**src/design/cfe_pkg.sv**
```systemverilog
// Shared constants for the COBS frame encoder.
package cfe_pkg;

   localparam int CSR_WIDTH = 13;
   localparam logic [CSR_WIDTH-1:0] CSR_RESET = 13'd512;

   localparam int MAX_RESULTS = 4;
   localparam int IDX_W = $clog2(MAX_RESULTS);
   localparam int CNT_W = $clog2(MAX_RESULTS + 1);

   localparam int QUEUE_DEPTH = 4;

   localparam logic [7:0] CODE_FULL = 8'hFF;
   localparam logic [7:0] CODE_START = 8'h01;
   localparam logic [7:0] DELIMITER = 8'h00;

endpackage

```
**src/design/cobs_frame_encoder.sv**
```systemverilog
// COBS frame encoder top level: front end, result queue and back end.
//
//   channel   ports                        accepted when
//   req       req_push / req_full          req_push && !req_full
//   rsp       rsp_pop / rsp_empty          rsp_pop && !rsp_empty
//   csr       csr_write_enable / data      csr_write_enable
//
// One input word is taken per cycle while the result queue has room.
// The back end sends one result per cycle while results wait and the receiver pops; a
// word makes 0 to 4 results, so the extra results of a group close or frame end are
// absorbed by the 4-entry queue. A word's first result passes the queue and then the output register.
// Synchronous reset clears frame state and empties the queue and output register;
// capacity returns to 512. A stalled output side fills the queue and then raises req_full.
module cobs_frame_encoder #(
   parameter int ADDRESS_BITS = 12
) (
   input  logic                          clock,
   input  logic                          reset,
   input  logic                          req_push,
   output logic                          req_full,
   input  logic [7:0]                    req_data_byte,
   input  logic                          req_has_byte,
   input  logic                          req_frame_end,
   output logic                          rsp_empty,
   input  logic                          rsp_pop,
   output logic [ADDRESS_BITS-1:0]       rsp_write_address,
   output logic [7:0]                    rsp_write_byte,
   output logic                          rsp_frame_done,
   output logic                          rsp_overflow,
   output logic                          rsp_last_result,
   input  logic                          csr_write_enable,
   input  logic [cfe_pkg::CSR_WIDTH-1:0] csr_write_data
);
   import cfe_pkg::*;

   localparam int ENTRY_W = MAX_RESULTS * (ADDRESS_BITS + 10) + IDX_W;

   logic               q_push;
   logic               q_pop;
   logic               q_full;
   logic               q_empty;
   logic [ENTRY_W-1:0] q_entry;
   logic [ENTRY_W-1:0] q_head;

   cfe_front #(
      .ADDRESS_BITS(ADDRESS_BITS)
   ) u_front (
      .clock           (clock),
      .reset           (reset),
      .csr_write_enable(csr_write_enable),
      .csr_write_data  (csr_write_data),
      .req_push        (req_push),
      .req_data_byte   (req_data_byte),
      .req_has_byte    (req_has_byte),
      .req_frame_end   (req_frame_end),
      .q_full          (q_full),
      .q_push          (q_push),
      .q_entry         (q_entry)
   );

   cfe_queue #(
      .WIDTH(ENTRY_W)
   ) u_queue (
      .clock    (clock),
      .reset    (reset),
      .push     (q_push),
      .push_data(q_entry),
      .pop      (q_pop),
      .head     (q_head),
      .full     (q_full),
      .empty    (q_empty)
   );

   cfe_back #(
      .ADDRESS_BITS(ADDRESS_BITS)
   ) u_back (
      .clock            (clock),
      .reset            (reset),
      .q_head           (q_head),
      .q_empty          (q_empty),
      .q_pop            (q_pop),
      .rsp_pop          (rsp_pop),
      .rsp_empty        (rsp_empty),
      .rsp_write_address(rsp_write_address),
      .rsp_write_byte   (rsp_write_byte),
      .rsp_frame_done   (rsp_frame_done),
      .rsp_overflow     (rsp_overflow),
      .rsp_last_result  (rsp_last_result)
   );

   assign req_full = q_full;

endmodule

```
**src/design/cfe_front.sv**
```systemverilog
// Front end: frame state, capacity check and per-word result list.
module cfe_front #(
   parameter int ADDRESS_BITS = 12,
   localparam int ENTRY_W = cfe_pkg::MAX_RESULTS * (ADDRESS_BITS + 10) + cfe_pkg::IDX_W
) (
   input  logic                            clock,
   input  logic                            reset,
   input  logic                            csr_write_enable,
   input  logic [cfe_pkg::CSR_WIDTH-1:0]   csr_write_data,
   input  logic                            req_push,
   input  logic [7:0]                      req_data_byte,
   input  logic                            req_has_byte,
   input  logic                            req_frame_end,
   input  logic                            q_full,
   output logic                            q_push,
   output logic [ENTRY_W-1:0]              q_entry
);
   import cfe_pkg::*;

   localparam int POS_W = ADDRESS_BITS + 1;
   localparam int CAP_W = (POS_W > CSR_WIDTH) ? POS_W : CSR_WIDTH;

   typedef struct packed {
      logic [ADDRESS_BITS-1:0] addr;
      logic [7:0]              data;
      logic                    done;
      logic                    ovf;
   } res_type;

   typedef struct packed {
      res_type [MAX_RESULTS-1:0] res;
      logic [IDX_W-1:0]          last_idx;
   } entry_type;

   logic [CSR_WIDTH-1:0]    capacity_ff, capacity_in;
   logic [POS_W-1:0]        pos_ff, pos_in;
   logic [ADDRESS_BITS-1:0] code_pos_ff, code_pos_in;
   logic [7:0]              group_code_ff, group_code_in;
   logic                    aborted_ff, aborted_in;

   logic [CAP_W-1:0] cap_limit;
   logic [CAP_W-1:0] cap;
   logic             accept;
   entry_type        entry;
   logic [CNT_W-1:0] n_results;

   assign cap_limit = CAP_W'(1) << ADDRESS_BITS;
   assign cap = (CAP_W'(capacity_ff) > cap_limit) ? cap_limit : CAP_W'(capacity_ff);
   assign accept = req_push && !q_full;

   assign capacity_in = csr_write_enable ? csr_write_data : capacity_ff;

   always_comb begin
      logic [POS_W-1:0]        p;
      logic [ADDRESS_BITS-1:0] cp;
      logic [7:0]              gc;
      logic                    ab;
      logic                    stop;
      logic                    restart;
      logic [CNT_W-1:0]        n;

      entry = '0;
      n = '0;
      p = pos_ff;
      cp = code_pos_ff;
      gc = group_code_ff;
      ab = aborted_ff;
      stop = 1'b0;
      restart = 1'b0;

      if (aborted_ff) begin
         restart = req_frame_end;
      end else if (req_has_byte || req_frame_end) begin
         if (CAP_W'(p) >= cap) begin
            entry.res[n[IDX_W-1:0]].ovf = 1'b1;
            n = n + CNT_W'(1);
            ab = 1'b1;
            stop = 1'b1;
         end
         if (!stop && req_has_byte) begin
            if (req_data_byte == 8'h00) begin
               entry.res[n[IDX_W-1:0]].addr = cp;
               entry.res[n[IDX_W-1:0]].data = gc;
               n = n + CNT_W'(1);
               cp = p[ADDRESS_BITS-1:0];
               p = p + POS_W'(1);
               gc = CODE_START;
               if (CAP_W'(p) >= cap) begin
                  entry.res[n[IDX_W-1:0]].ovf = 1'b1;
                  n = n + CNT_W'(1);
                  ab = 1'b1;
                  stop = 1'b1;
               end
            end else begin
               entry.res[n[IDX_W-1:0]].addr = p[ADDRESS_BITS-1:0];
               entry.res[n[IDX_W-1:0]].data = req_data_byte;
               n = n + CNT_W'(1);
               p = p + POS_W'(1);
               gc = gc + 8'd1;
               // full group: patch its code and open the next one
               if (gc == CODE_FULL) begin
                  entry.res[n[IDX_W-1:0]].addr = cp;
                  entry.res[n[IDX_W-1:0]].data = CODE_FULL;
                  n = n + CNT_W'(1);
                  cp = p[ADDRESS_BITS-1:0];
                  p = p + POS_W'(1);
                  gc = CODE_START;
                  if (CAP_W'(p) >= cap) begin
                     entry.res[n[IDX_W-1:0]].ovf = 1'b1;
                     n = n + CNT_W'(1);
                     ab = 1'b1;
                     stop = 1'b1;
                  end
               end
            end
         end
         if (!stop && req_frame_end) begin
            entry.res[n[IDX_W-1:0]].addr = cp;
            entry.res[n[IDX_W-1:0]].data = gc;
            n = n + CNT_W'(1);
            if (CAP_W'(p) >= cap) begin
               entry.res[n[IDX_W-1:0]].ovf = 1'b1;
               n = n + CNT_W'(1);
               ab = 1'b1;
            end else begin
               entry.res[n[IDX_W-1:0]].addr = p[ADDRESS_BITS-1:0];
               entry.res[n[IDX_W-1:0]].data = DELIMITER;
               entry.res[n[IDX_W-1:0]].done = 1'b1;
               n = n + CNT_W'(1);
               restart = 1'b1;
            end
         end
         if (req_frame_end && ab) begin
            restart = 1'b1;
         end
      end

      if (restart) begin
         p = POS_W'(1);
         cp = '0;
         gc = CODE_START;
         ab = 1'b0;
      end

      if (n != '0) begin
         entry.last_idx = IDX_W'(n - CNT_W'(1));
      end
      n_results = n;

      pos_in        = accept ? p  : pos_ff;
      code_pos_in   = accept ? cp : code_pos_ff;
      group_code_in = accept ? gc : group_code_ff;
      aborted_in    = accept ? ab : aborted_ff;
   end

   assign q_push = accept && (n_results != '0);
   assign q_entry = entry;

   always_ff @(posedge clock) begin
      if (reset) begin
         capacity_ff   <= CSR_RESET;
         pos_ff        <= POS_W'(1);
         code_pos_ff   <= '0;
         group_code_ff <= CODE_START;
         aborted_ff    <= 1'b0;
      end else begin
         capacity_ff   <= capacity_in;
         pos_ff        <= pos_in;
         code_pos_ff   <= code_pos_in;
         group_code_ff <= group_code_in;
         aborted_ff    <= aborted_in;
      end
   end

   // an aborted frame drops every word until its end
   a_aborted_silent: assert property (@(posedge clock) disable iff (reset)
      aborted_ff |-> !q_push)
      else $error("front pushed results while frame aborted");

endmodule

```
**src/design/cfe_queue.sv**
```systemverilog
// Short queue of result lists between the front and back ends.
module cfe_queue #(
   parameter int WIDTH = 90
) (
   input  logic             clock,
   input  logic             reset,
   input  logic             push,
   input  logic [WIDTH-1:0] push_data,
   input  logic             pop,
   output logic [WIDTH-1:0] head,
   output logic             full,
   output logic             empty
);
   import cfe_pkg::*;

   localparam int PTR_W = $clog2(QUEUE_DEPTH);
   localparam int CNT_W_Q = $clog2(QUEUE_DEPTH + 1);

   logic [WIDTH-1:0]   store_ff [QUEUE_DEPTH];
   logic [PTR_W-1:0]   wr_ptr_ff, wr_ptr_in;
   logic [PTR_W-1:0]   rd_ptr_ff, rd_ptr_in;
   logic [CNT_W_Q-1:0] count_ff, count_in;

   assign full  = (count_ff == CNT_W_Q'(QUEUE_DEPTH));
   assign empty = (count_ff == '0);
   assign head  = store_ff[rd_ptr_ff];

   always_comb begin
      wr_ptr_in = wr_ptr_ff;
      rd_ptr_in = rd_ptr_ff;
      count_in  = count_ff;
      if (push) begin
         wr_ptr_in = (wr_ptr_ff == PTR_W'(QUEUE_DEPTH - 1)) ? '0 : wr_ptr_ff + PTR_W'(1);
      end
      if (pop) begin
         rd_ptr_in = (rd_ptr_ff == PTR_W'(QUEUE_DEPTH - 1)) ? '0 : rd_ptr_ff + PTR_W'(1);
      end
      if (push && !pop) begin
         count_in = count_ff + CNT_W_Q'(1);
      end else if (pop && !push) begin
         count_in = count_ff - CNT_W_Q'(1);
      end
   end

   always_ff @(posedge clock) begin
      if (push) begin
         store_ff[wr_ptr_ff] <= push_data;
      end
   end

   always_ff @(posedge clock) begin
      if (reset) begin
         wr_ptr_ff <= '0;
         rd_ptr_ff <= '0;
         count_ff  <= '0;
      end else begin
         wr_ptr_ff <= wr_ptr_in;
         rd_ptr_ff <= rd_ptr_in;
         count_ff  <= count_in;
      end
   end

   a_no_overrun: assert property (@(posedge clock) disable iff (reset)
      !(push && full))
      else $error("queue written while full");

   a_no_underrun: assert property (@(posedge clock) disable iff (reset)
      !(pop && empty))
      else $error("queue read while empty");

endmodule

```
**src/design/cfe_back.sv**
```systemverilog
// Back end: walk each queued result list into the output register.
module cfe_back #(
   parameter int ADDRESS_BITS = 12,
   localparam int ENTRY_W = cfe_pkg::MAX_RESULTS * (ADDRESS_BITS + 10) + cfe_pkg::IDX_W
) (
   input  logic                    clock,
   input  logic                    reset,
   input  logic [ENTRY_W-1:0]      q_head,
   input  logic                    q_empty,
   output logic                    q_pop,
   input  logic                    rsp_pop,
   output logic                    rsp_empty,
   output logic [ADDRESS_BITS-1:0] rsp_write_address,
   output logic [7:0]              rsp_write_byte,
   output logic                    rsp_frame_done,
   output logic                    rsp_overflow,
   output logic                    rsp_last_result
);
   import cfe_pkg::*;

   typedef struct packed {
      logic [ADDRESS_BITS-1:0] addr;
      logic [7:0]              data;
      logic                    done;
      logic                    ovf;
   } res_type;

   typedef struct packed {
      res_type [MAX_RESULTS-1:0] res;
      logic [IDX_W-1:0]          last_idx;
   } entry_type;

   entry_type        head;
   logic [IDX_W-1:0] idx_ff, idx_in;
   logic             out_valid_ff, out_valid_in;
   res_type          out_res_ff, out_res_in;
   logic             out_last_ff, out_last_in;
   logic             advance;
   logic             load;
   logic             at_last;

   assign head    = q_head;
   assign advance = !out_valid_ff || rsp_pop;
   assign load    = advance && !q_empty;
   assign at_last = (idx_ff == head.last_idx);
   assign q_pop   = load && at_last;

   always_comb begin
      out_valid_in = out_valid_ff;
      out_res_in   = out_res_ff;
      out_last_in  = out_last_ff;
      idx_in       = idx_ff;
      if (load) begin
         out_valid_in = 1'b1;
         out_res_in   = head.res[idx_ff];
         out_last_in  = at_last;
         idx_in       = at_last ? '0 : idx_ff + IDX_W'(1);
      end else if (advance) begin
         out_valid_in = 1'b0;
      end
   end

   always_ff @(posedge clock) begin
      out_res_ff  <= out_res_in;
      out_last_ff <= out_last_in;
   end

   always_ff @(posedge clock) begin
      if (reset) begin
         out_valid_ff <= 1'b0;
         idx_ff       <= '0;
      end else begin
         out_valid_ff <= out_valid_in;
         idx_ff       <= idx_in;
      end
   end

   assign rsp_empty         = !out_valid_ff;
   assign rsp_write_address = out_res_ff.addr;
   assign rsp_write_byte    = out_res_ff.data;
   assign rsp_frame_done    = out_res_ff.done;
   assign rsp_overflow      = out_res_ff.ovf;
   assign rsp_last_result   = out_last_ff;

   // finishing a list rewinds the index for the next one
   a_index_rewind: assert property (@(posedge clock) disable iff (reset)
      q_pop |=> idx_ff == '0)
      else $error("result index not rewound after list");

endmodule

```
**config.mk**
```make
export PLATFORM = sky130hd
export DESIGN_NAME = cobs_frame_encoder
export DESIGN_NICKNAME = d
export VERILOG_FILES = /design/src/design/cfe_pkg.sv /design/src/design/cobs_frame_encoder.sv /design/src/design/cfe_front.sv /design/src/design/cfe_queue.sv /design/src/design/cfe_back.sv
export SDC_FILE = /design/constraint.sdc
export NUM_CORES = 1
export LEC_CHECK = 0
export BUFFER_PORTS_ARGS = -buffer_cell sky130_fd_sc_hd__buf_2
export CAP_MARGIN = 30
export CORE_UTILIZATION = 61
export CTS_BUF_LIST = sky130_fd_sc_hd__clkbuf_8
export CTS_CLUSTER_DIAMETER = 100
export CTS_CLUSTER_SIZE = 25
export DETAILED_ROUTE_END_ITERATION = 8
export HOLD_SLACK_MARGIN = 0.06
export PLACE_DENSITY = 0.78
export SKIP_CTS_REPAIR_TIMING = 1
export SYNTH_ARGS = -nofsm -noshare
export SYNTH_HDL_FRONTEND = slang
export SYNTH_SLANG_ARGS = --single-unit
```
**constraint.sdc**
```tcl
create_clock -name clock -period 21.4 [get_ports clock]
set_input_delay 4.28 -clock clock [delete_from_list [all_inputs] [get_ports clock]]
set_output_delay 4.28 -clock clock [all_outputs]
set_load 0.03 [all_outputs]
```
==> results of run 1 <==
[path summary, 6_finish.rpt]
path,from,to,depth (start not counted)
worst max-delay path,req_data_byte[4],u_queue.store_ff[1][4],17
worst min-delay path,u_queue.rd_ptr_ff[0],register,2
worst max register to register,u_front.pos_ff[0],u_queue.store_ff[0][44],20
worst min register to register,u_queue.rd_ptr_ff[0],register,2
[stage by stage]
step | instances | worst slack [ns] | hold slack, ns | power, mW
after detailed placement | 1980 | 11.41 | 0.470 | 1.57
final | 2021 | 12.00 | 0.503 | 1.88
after global placement | 1977 | 11.55 | 0.459 | 1.55
after global routing | 2021 | 11.61 | 0.534 | 1.96
after floorplan | 1543 | 12.84 | 0.441 | 1.42
after CTS | 2018 | 12.07 | 0.497 | 1.89
[sequential cells by signal (all words and copies together), names as in the netlist, named ones only]
register	cells
u_back.idx_ff	2
u_back.out_valid_ff	1
u_back.rsp_frame_done	1
u_back.rsp_last_result	1
u_back.rsp_overflow	1
u_back.rsp_write_address	12
u_back.rsp_write_byte	8
u_front.aborted_ff	1
u_front.capacity_ff	13
u_front.code_pos_ff	12
u_front.group_code_ff	8
u_front.pos_ff	13
u_queue.count_ff	3
u_queue.rd_ptr_ff	2
u_queue.store_ff	360
u_queue.wr_ptr_ff	2
[cells in the final DEF, fill, tap and decap left out, types with 8 or more instances in the layout]
cell type	count
nand2_1	86
conb_1	56
nor2_1	136
mux2i_1	28
nand4_1	14
mux4_2	112
o21ai_0	43
nor3_1	25
a31oi_1	10
buf_4	28
xnor2_1	22
nand3_1	27
dfxtp_1	56
a22oi_1	52
inv_1	50
a21oi_1	89
clkbuf_8	21
o22ai_1	16
or3_1	11
buf_2	53
xor2_1	9
nor2b_1	8
edfxtp_1	383
ha_1	69
[cells by family (layout without fill, tap and decap cells)]
group	after synthesis	count (layout)	synth area share, %
compound gates	311	311	10.0
xor+xnor	32	32	1.42
fa+ha+maj	70	70	4.19
buf+inv	130	160	2.79
flops	442	442	60.1
mux	141	141	13.3
other cells	1	56	0.0178
simple gates	361	361	8.12
[power groups by stage]
| stage | combinational [mW] | sequential (mW) | clock, mW |
|---|---|---|---|
| after floorplan | 0.315 | 1.11 | 0 |
| after global placement | 0.480 | 1.07 | 0 |
| after detailed placement | 0.497 | 1.07 | 0 |
| after CTS | 0.498 | 1.05 | 0.340 |
| after global routing | 0.533 | 1.06 | 0.368 |
| final | 0.497 | 1.05 | 0.335 |
[worst max-delay path, stage by stage]
cell and delay, ns:
buf_2 0.13, or4_1 0.59, or2_1 0.26, buf_4 0.24, nand2_1 0.59, o21ai_0 0.19, a31oi_1 0.60, ha_1 0.36
a211oi_1 0.24, nor2_1 0.08, a2111oi_0 0.36, o211ai_1 0.13, buf_4 0.23, or4_1 0.59, or2_0 0.44, nand2_2 0.26
o22ai_1 0.16
[routing by layer]
metal  GRT usage (%)  vias up
li1                -     5929
met1            42.0     6648
met2            45.0      732
met3            4.15      121
met4            10.6        0
met5               0        -
[layout make-up]
type	count	area [µm²]	share of cell area (%)
clock inverters	17	72.6	0.324
repair buffers	86	589	2.63
well taps	448	561	2.50
clock buffers	21	289	1.29
flip-flops and latches	442	12700	56.7
inverters	36	135	0.604
multi-input cells	971	8050	36.0
==> flow_summary.ini, run 1 <==
[synthesis]
synth-main-ff-cell = edfxtp_1
synth_seq_cells = 442
synth_area_leaders = edfxtp_1 55%, mux4_2 12%, dfxtp_1 5.6%
avgSynthCellArea_um2 = 14.2
synth.most_common_cell = edfxtp_1
ys_seq_area_share_pct = 60.1
synth_top_area_share_pct = 54.5
synth-edff-count = 383
synthTopCellsByCount = 383 x edfxtp_1, 138 x nor2_1, 112 x mux4_2, 90 x a21oi_1, 86 x nand2_1
synthCells = 1488
synth.cell_area_mm2 = 0.0211
async_flop_share_pct = 0
yosysTopAreaCell = edfxtp_1
ys_types = 92
yosys_warnings = 0

[sta]
min_period_over_period_pct = 43.9
worst_pin_slew_ns = 1.09
min_period_ns = 9.40
rsz0062_at_grt = no
skew_ns = 0.0405
max-slew-margin-rel_pct = 26.6
drv_slew = 0
max_freq_ghz = 0.106
setup_viol = 0
finalHoldViolCount = 0
finalSetupTns_ns = 0

[power]
p_clk_share_pct = 17.8
p_int_mw = 1.33
p_leak_nw = 7.69
seqPwrFrac_pct = 55.8
swShare_pct = 29.3
comb_power_share_pct = 26.4
switchingPower_mw = 0.552
ir_worst_vdd_mv = 0.0626
powerDensity_mw_per_mm2 = 84.1

[final_layout]
fill_cells = 2392
drive_above_1_share_pct = 16.5
areaGrowthSynthToFinish_pct = 6.16
fin_util_pct = 66.3
final_cell_area_mm2 = 0.0224
fin_nets = 1656
antennaDiodeCount = 0

[drt]
dr_wl_met3_um = 4510
firstDrtPassIters = 6
avgViaCountPerCell = 6.65
drt_iter0_drc = 1769
wl_per_cell_um = 25.0
drcViolationCount = 0
postRouteAntennaNets = 0
routed.top_layer = met4
num_vias = 13400
drt-total-wl_um = 50500
wl_met2_um = 23300
drt-met1-wl_um = 20700

[grt]
grt_max_degree = 67
grt_overflow = 0
grt_usage_pct = 28.9
grt_pass1_vias = 13000
antenna_found_initial = 0
grt_pass1_wl_um = 77400

[placement]
place.gp.congestion = 0.990
post_dp_cell_area_mm2 = 0.0220
hpwl_um = 34500
io_buffers = 52

[floorplanning]
coreArea_mm2 = 0.0338
die_h_um = 188
floorplan.initialDensity_pct = 62.4
die_area_mm2 = 0.0353
io_pins = 53
fp-row-count = 67
fp.dieW_um = 188

[job]
max-cap-violations = 0

[clock_network]
cts-root-buf = clkbuf_8
htree_levels = 1
cts_tree = done
path_clk_slew_ns = 0.14
cts_buffers = 21
clock_latency_ns = 0.63
clock_sinks = 442
clk_path_buf_depth = 3

[hold_path]
holdCritPathClass = reg -> reg

[setup_path]
worstPathRequired_ns = 21.75
path_class = in -> reg
reg2reg_slack_ns = 12.92
critPathCaptureType = register
worst-path-max-fanout = 27
setup.worst_path.start_class = input pin
crit_arrival_ns = 9.75

[status]
status = complete, no violations
No activity file was read; power rests on OpenSTA's default activity.
==> run 2, diff against run 1 <==
- clock period: 21.4 -> 9.4 ns (I/O delays scaled with it)
==> run 2 against run 1 <==
Net effect: non-clock buffer count grew 5; combinational power increased by 130%; highest routed layer unchanged; clock skew rose by 0.0052 ns; critical endpoint is now u_queue.store_ff[1][44]; setup slack lost 9.5 ns; critical path depth up 4; wire length up 3.9%; die area did not move; clock power grew to 2.5 times the previous value; largest cell class unchanged; final area up 0.37%; flip-flop and latch count unchanged; sequential power rose by 130%.
==> flow_summary.ini, run 2 (synthesized netlist as in run 1, its figures left out) <==
[sta]
finalSetupTns_ns = 0
max-slew-margin-rel_pct = 26.3
rsz0062_at_grt = no
min_period_ns = 6.90
drv_slew = 0
skew_ns = 0.0457
max_freq_ghz = 0.145
worst_pin_slew_ns = 1.10
setup_viol = 0
finalHoldViolCount = 0
min_period_over_period_pct = 73.4

[grt]
grt_usage_pct = 30.0
grt_overflow = 0
grt_pass1_vias = 13100
grt_max_degree = 65
grt_pass1_wl_um = 79800
antenna_found_initial = 0

[setup_path]
critPathSlowestCell = nor3_1
critPathTopFamily = simple AND/OR/NAND/NOR gates
setup.worst_path.start_class = register
path_class = reg -> reg
cpMostUsedCell = ha_1
path_buf_inv = 2
critPathCaptureType = register
crit_arrival_ns = 7.30
timing.rr.start = u_front.pos_ff[0]
path_cells = inv_1, ha_1, nor2_1, nand2_2, a311o_1, or3b_1, xnor2_1, ha_1, and3_1, nand3_1, o21ai_0, nand2_1, a211oi_1, ha_1, nor2_1, a31oi_1, nand4_1, buf_4, nor3_1, a22oi_1, o21ai_0
worstPathRequired_ns = 9.80
worst-path-max-fanout = 16
crit_start = u_front.pos_ff[0]
cpPeakStageDelay_ns = 0.83

[power]
powerDensity_mw_per_mm2 = 195
ir_worst_vdd_mv = 0.165
p_leak_nw = 7.74
power_mw = 4.38

[floorplanning]
io_pins = 53
floorplan.initialDensity_pct = 62.4
die_h_um = 188
coreArea_mm2 = 0.0338
fp-row-count = 67
fp.dieW_um = 188
die_area_mm2 = 0.0353

[final_layout]
top_regs = u_queue.store_ff: 360 flops, u_front.capacity_ff: 13 flops, u_front.pos_ff: 13 flops
final_cell_mix = 383 x edfxtp_1, 136 x nor2_1, 112 x mux4_2, 89 x a21oi_1, 86 x nand2_1
areaGrowthSynthToFinish_pct = 6.55
drive_above_1_share_pct = 17.0
final_common_cell = edfxtp_1
multi_input_area_mm2 = 0.00806
seqCellArea_mm2 = 0.0127
fill_cells = 2393
final_cell_area_mm2 = 0.0225
regMostFlops = u_queue.store_ff
largest_reg_flops = 360
antennaDiodeCount = 0
fin_util_pct = 66.5
fin_nets = 1662

[placement]
post_dp_cell_area_mm2 = 0.0220
hpwl_um = 36000
io_buffers = 52
place.gp.congestion = 0.994

[hold_path]
worstHoldStart = u_front.capacity_ff[6]
holdCritPathClass = reg -> reg

[status]
status = complete, no violations

[clock_network]
cts-root-buf = clkbuf_8
clk_path_buf_depth = 3
path_clk_slew_ns = 0.14
htree_levels = 1
clock_latency_ns = 0.64
cts_buffers = 22
clock_sinks = 442
cts_tree = done

[drt]
drt_iter0_drc = 1824
avgViaCountPerCell = 6.72
firstDrtPassIters = 6
postRouteAntennaNets = 0
wl_per_cell_um = 25.9
drt-total-wl_um = 52500
drcViolationCount = 0
num_vias = 13600

[job]
max-cap-violations = 0
==> run 2: cell types whose count changed in the layout (fill, tap and decap cells not counted), sizes merged <==
cell	delta
clkinvlp	-1
clkinv	+1
clkbuf	+1
buf	+5
bufinv	+1
==> run 2: area by class of cell <==
class	count	area share, %
inverter	36	0.601
timing repair buffer	91	2.66
clock buffer	22	1.35
multi-input combinational	971	35.9
tap	448	2.49
sequential	442	56.5
clock inverter	18	0.568
==> run 2: tightest hold or removal path, stage by stage (launching register included) <==
cell,delay (ns)
dfxtp_1,0.34
mux2i_1,0.06
nor2_1,0.07
==> run 2: worst paths after layout <==
path	to	slack, ns	cells past startpoint
max	u_queue.store_ff[1][44]	2.50	21
min	u_front.capacity_ff[6]	0.50	2
max reg2reg	u_queue.store_ff[1][44]	2.50	21
min reg2reg	u_front.capacity_ff[6]	0.50	2
==> run 2: routing by layer <==
metal	wire, µm	GRT usage, %	part of all wire [%]	vias to the layer above
li1	-	-	-	5947
met4	1550	8.41	3.0	0
met5	0	0	0	-
met1	21500	44.1	41	6789
met2	24800	47.5	47	775
met3	4600	3.89	8.8	113
==> run 2: per-stage QoR <==
step | worst slack (ns) | instances | hold slack (ns)
6_report | 2.50 | 2028 | 0.504
5_1_grt | 1.98 | 2028 | 0.540
4_1_cts | 2.61 | 2028 | 0.503
3_5_place_dp | 2.14 | 1988 | 0.478
3_3_place_gp | 2.19 | 1982 | 0.468
2_1_floorplan | 2.59 | 1543 | 0.441
==> run 2: power by group <==
part / total (mW) / switching [mW] / internal (mW) / leakage [nW]
registers: 2.38 / 0.0545 / 2.33 / 4.12
clock network: 0.844 / 0.583 / 0.261 / 0.268
logic: 1.15 / 0.663 / 0.486 / 3.35
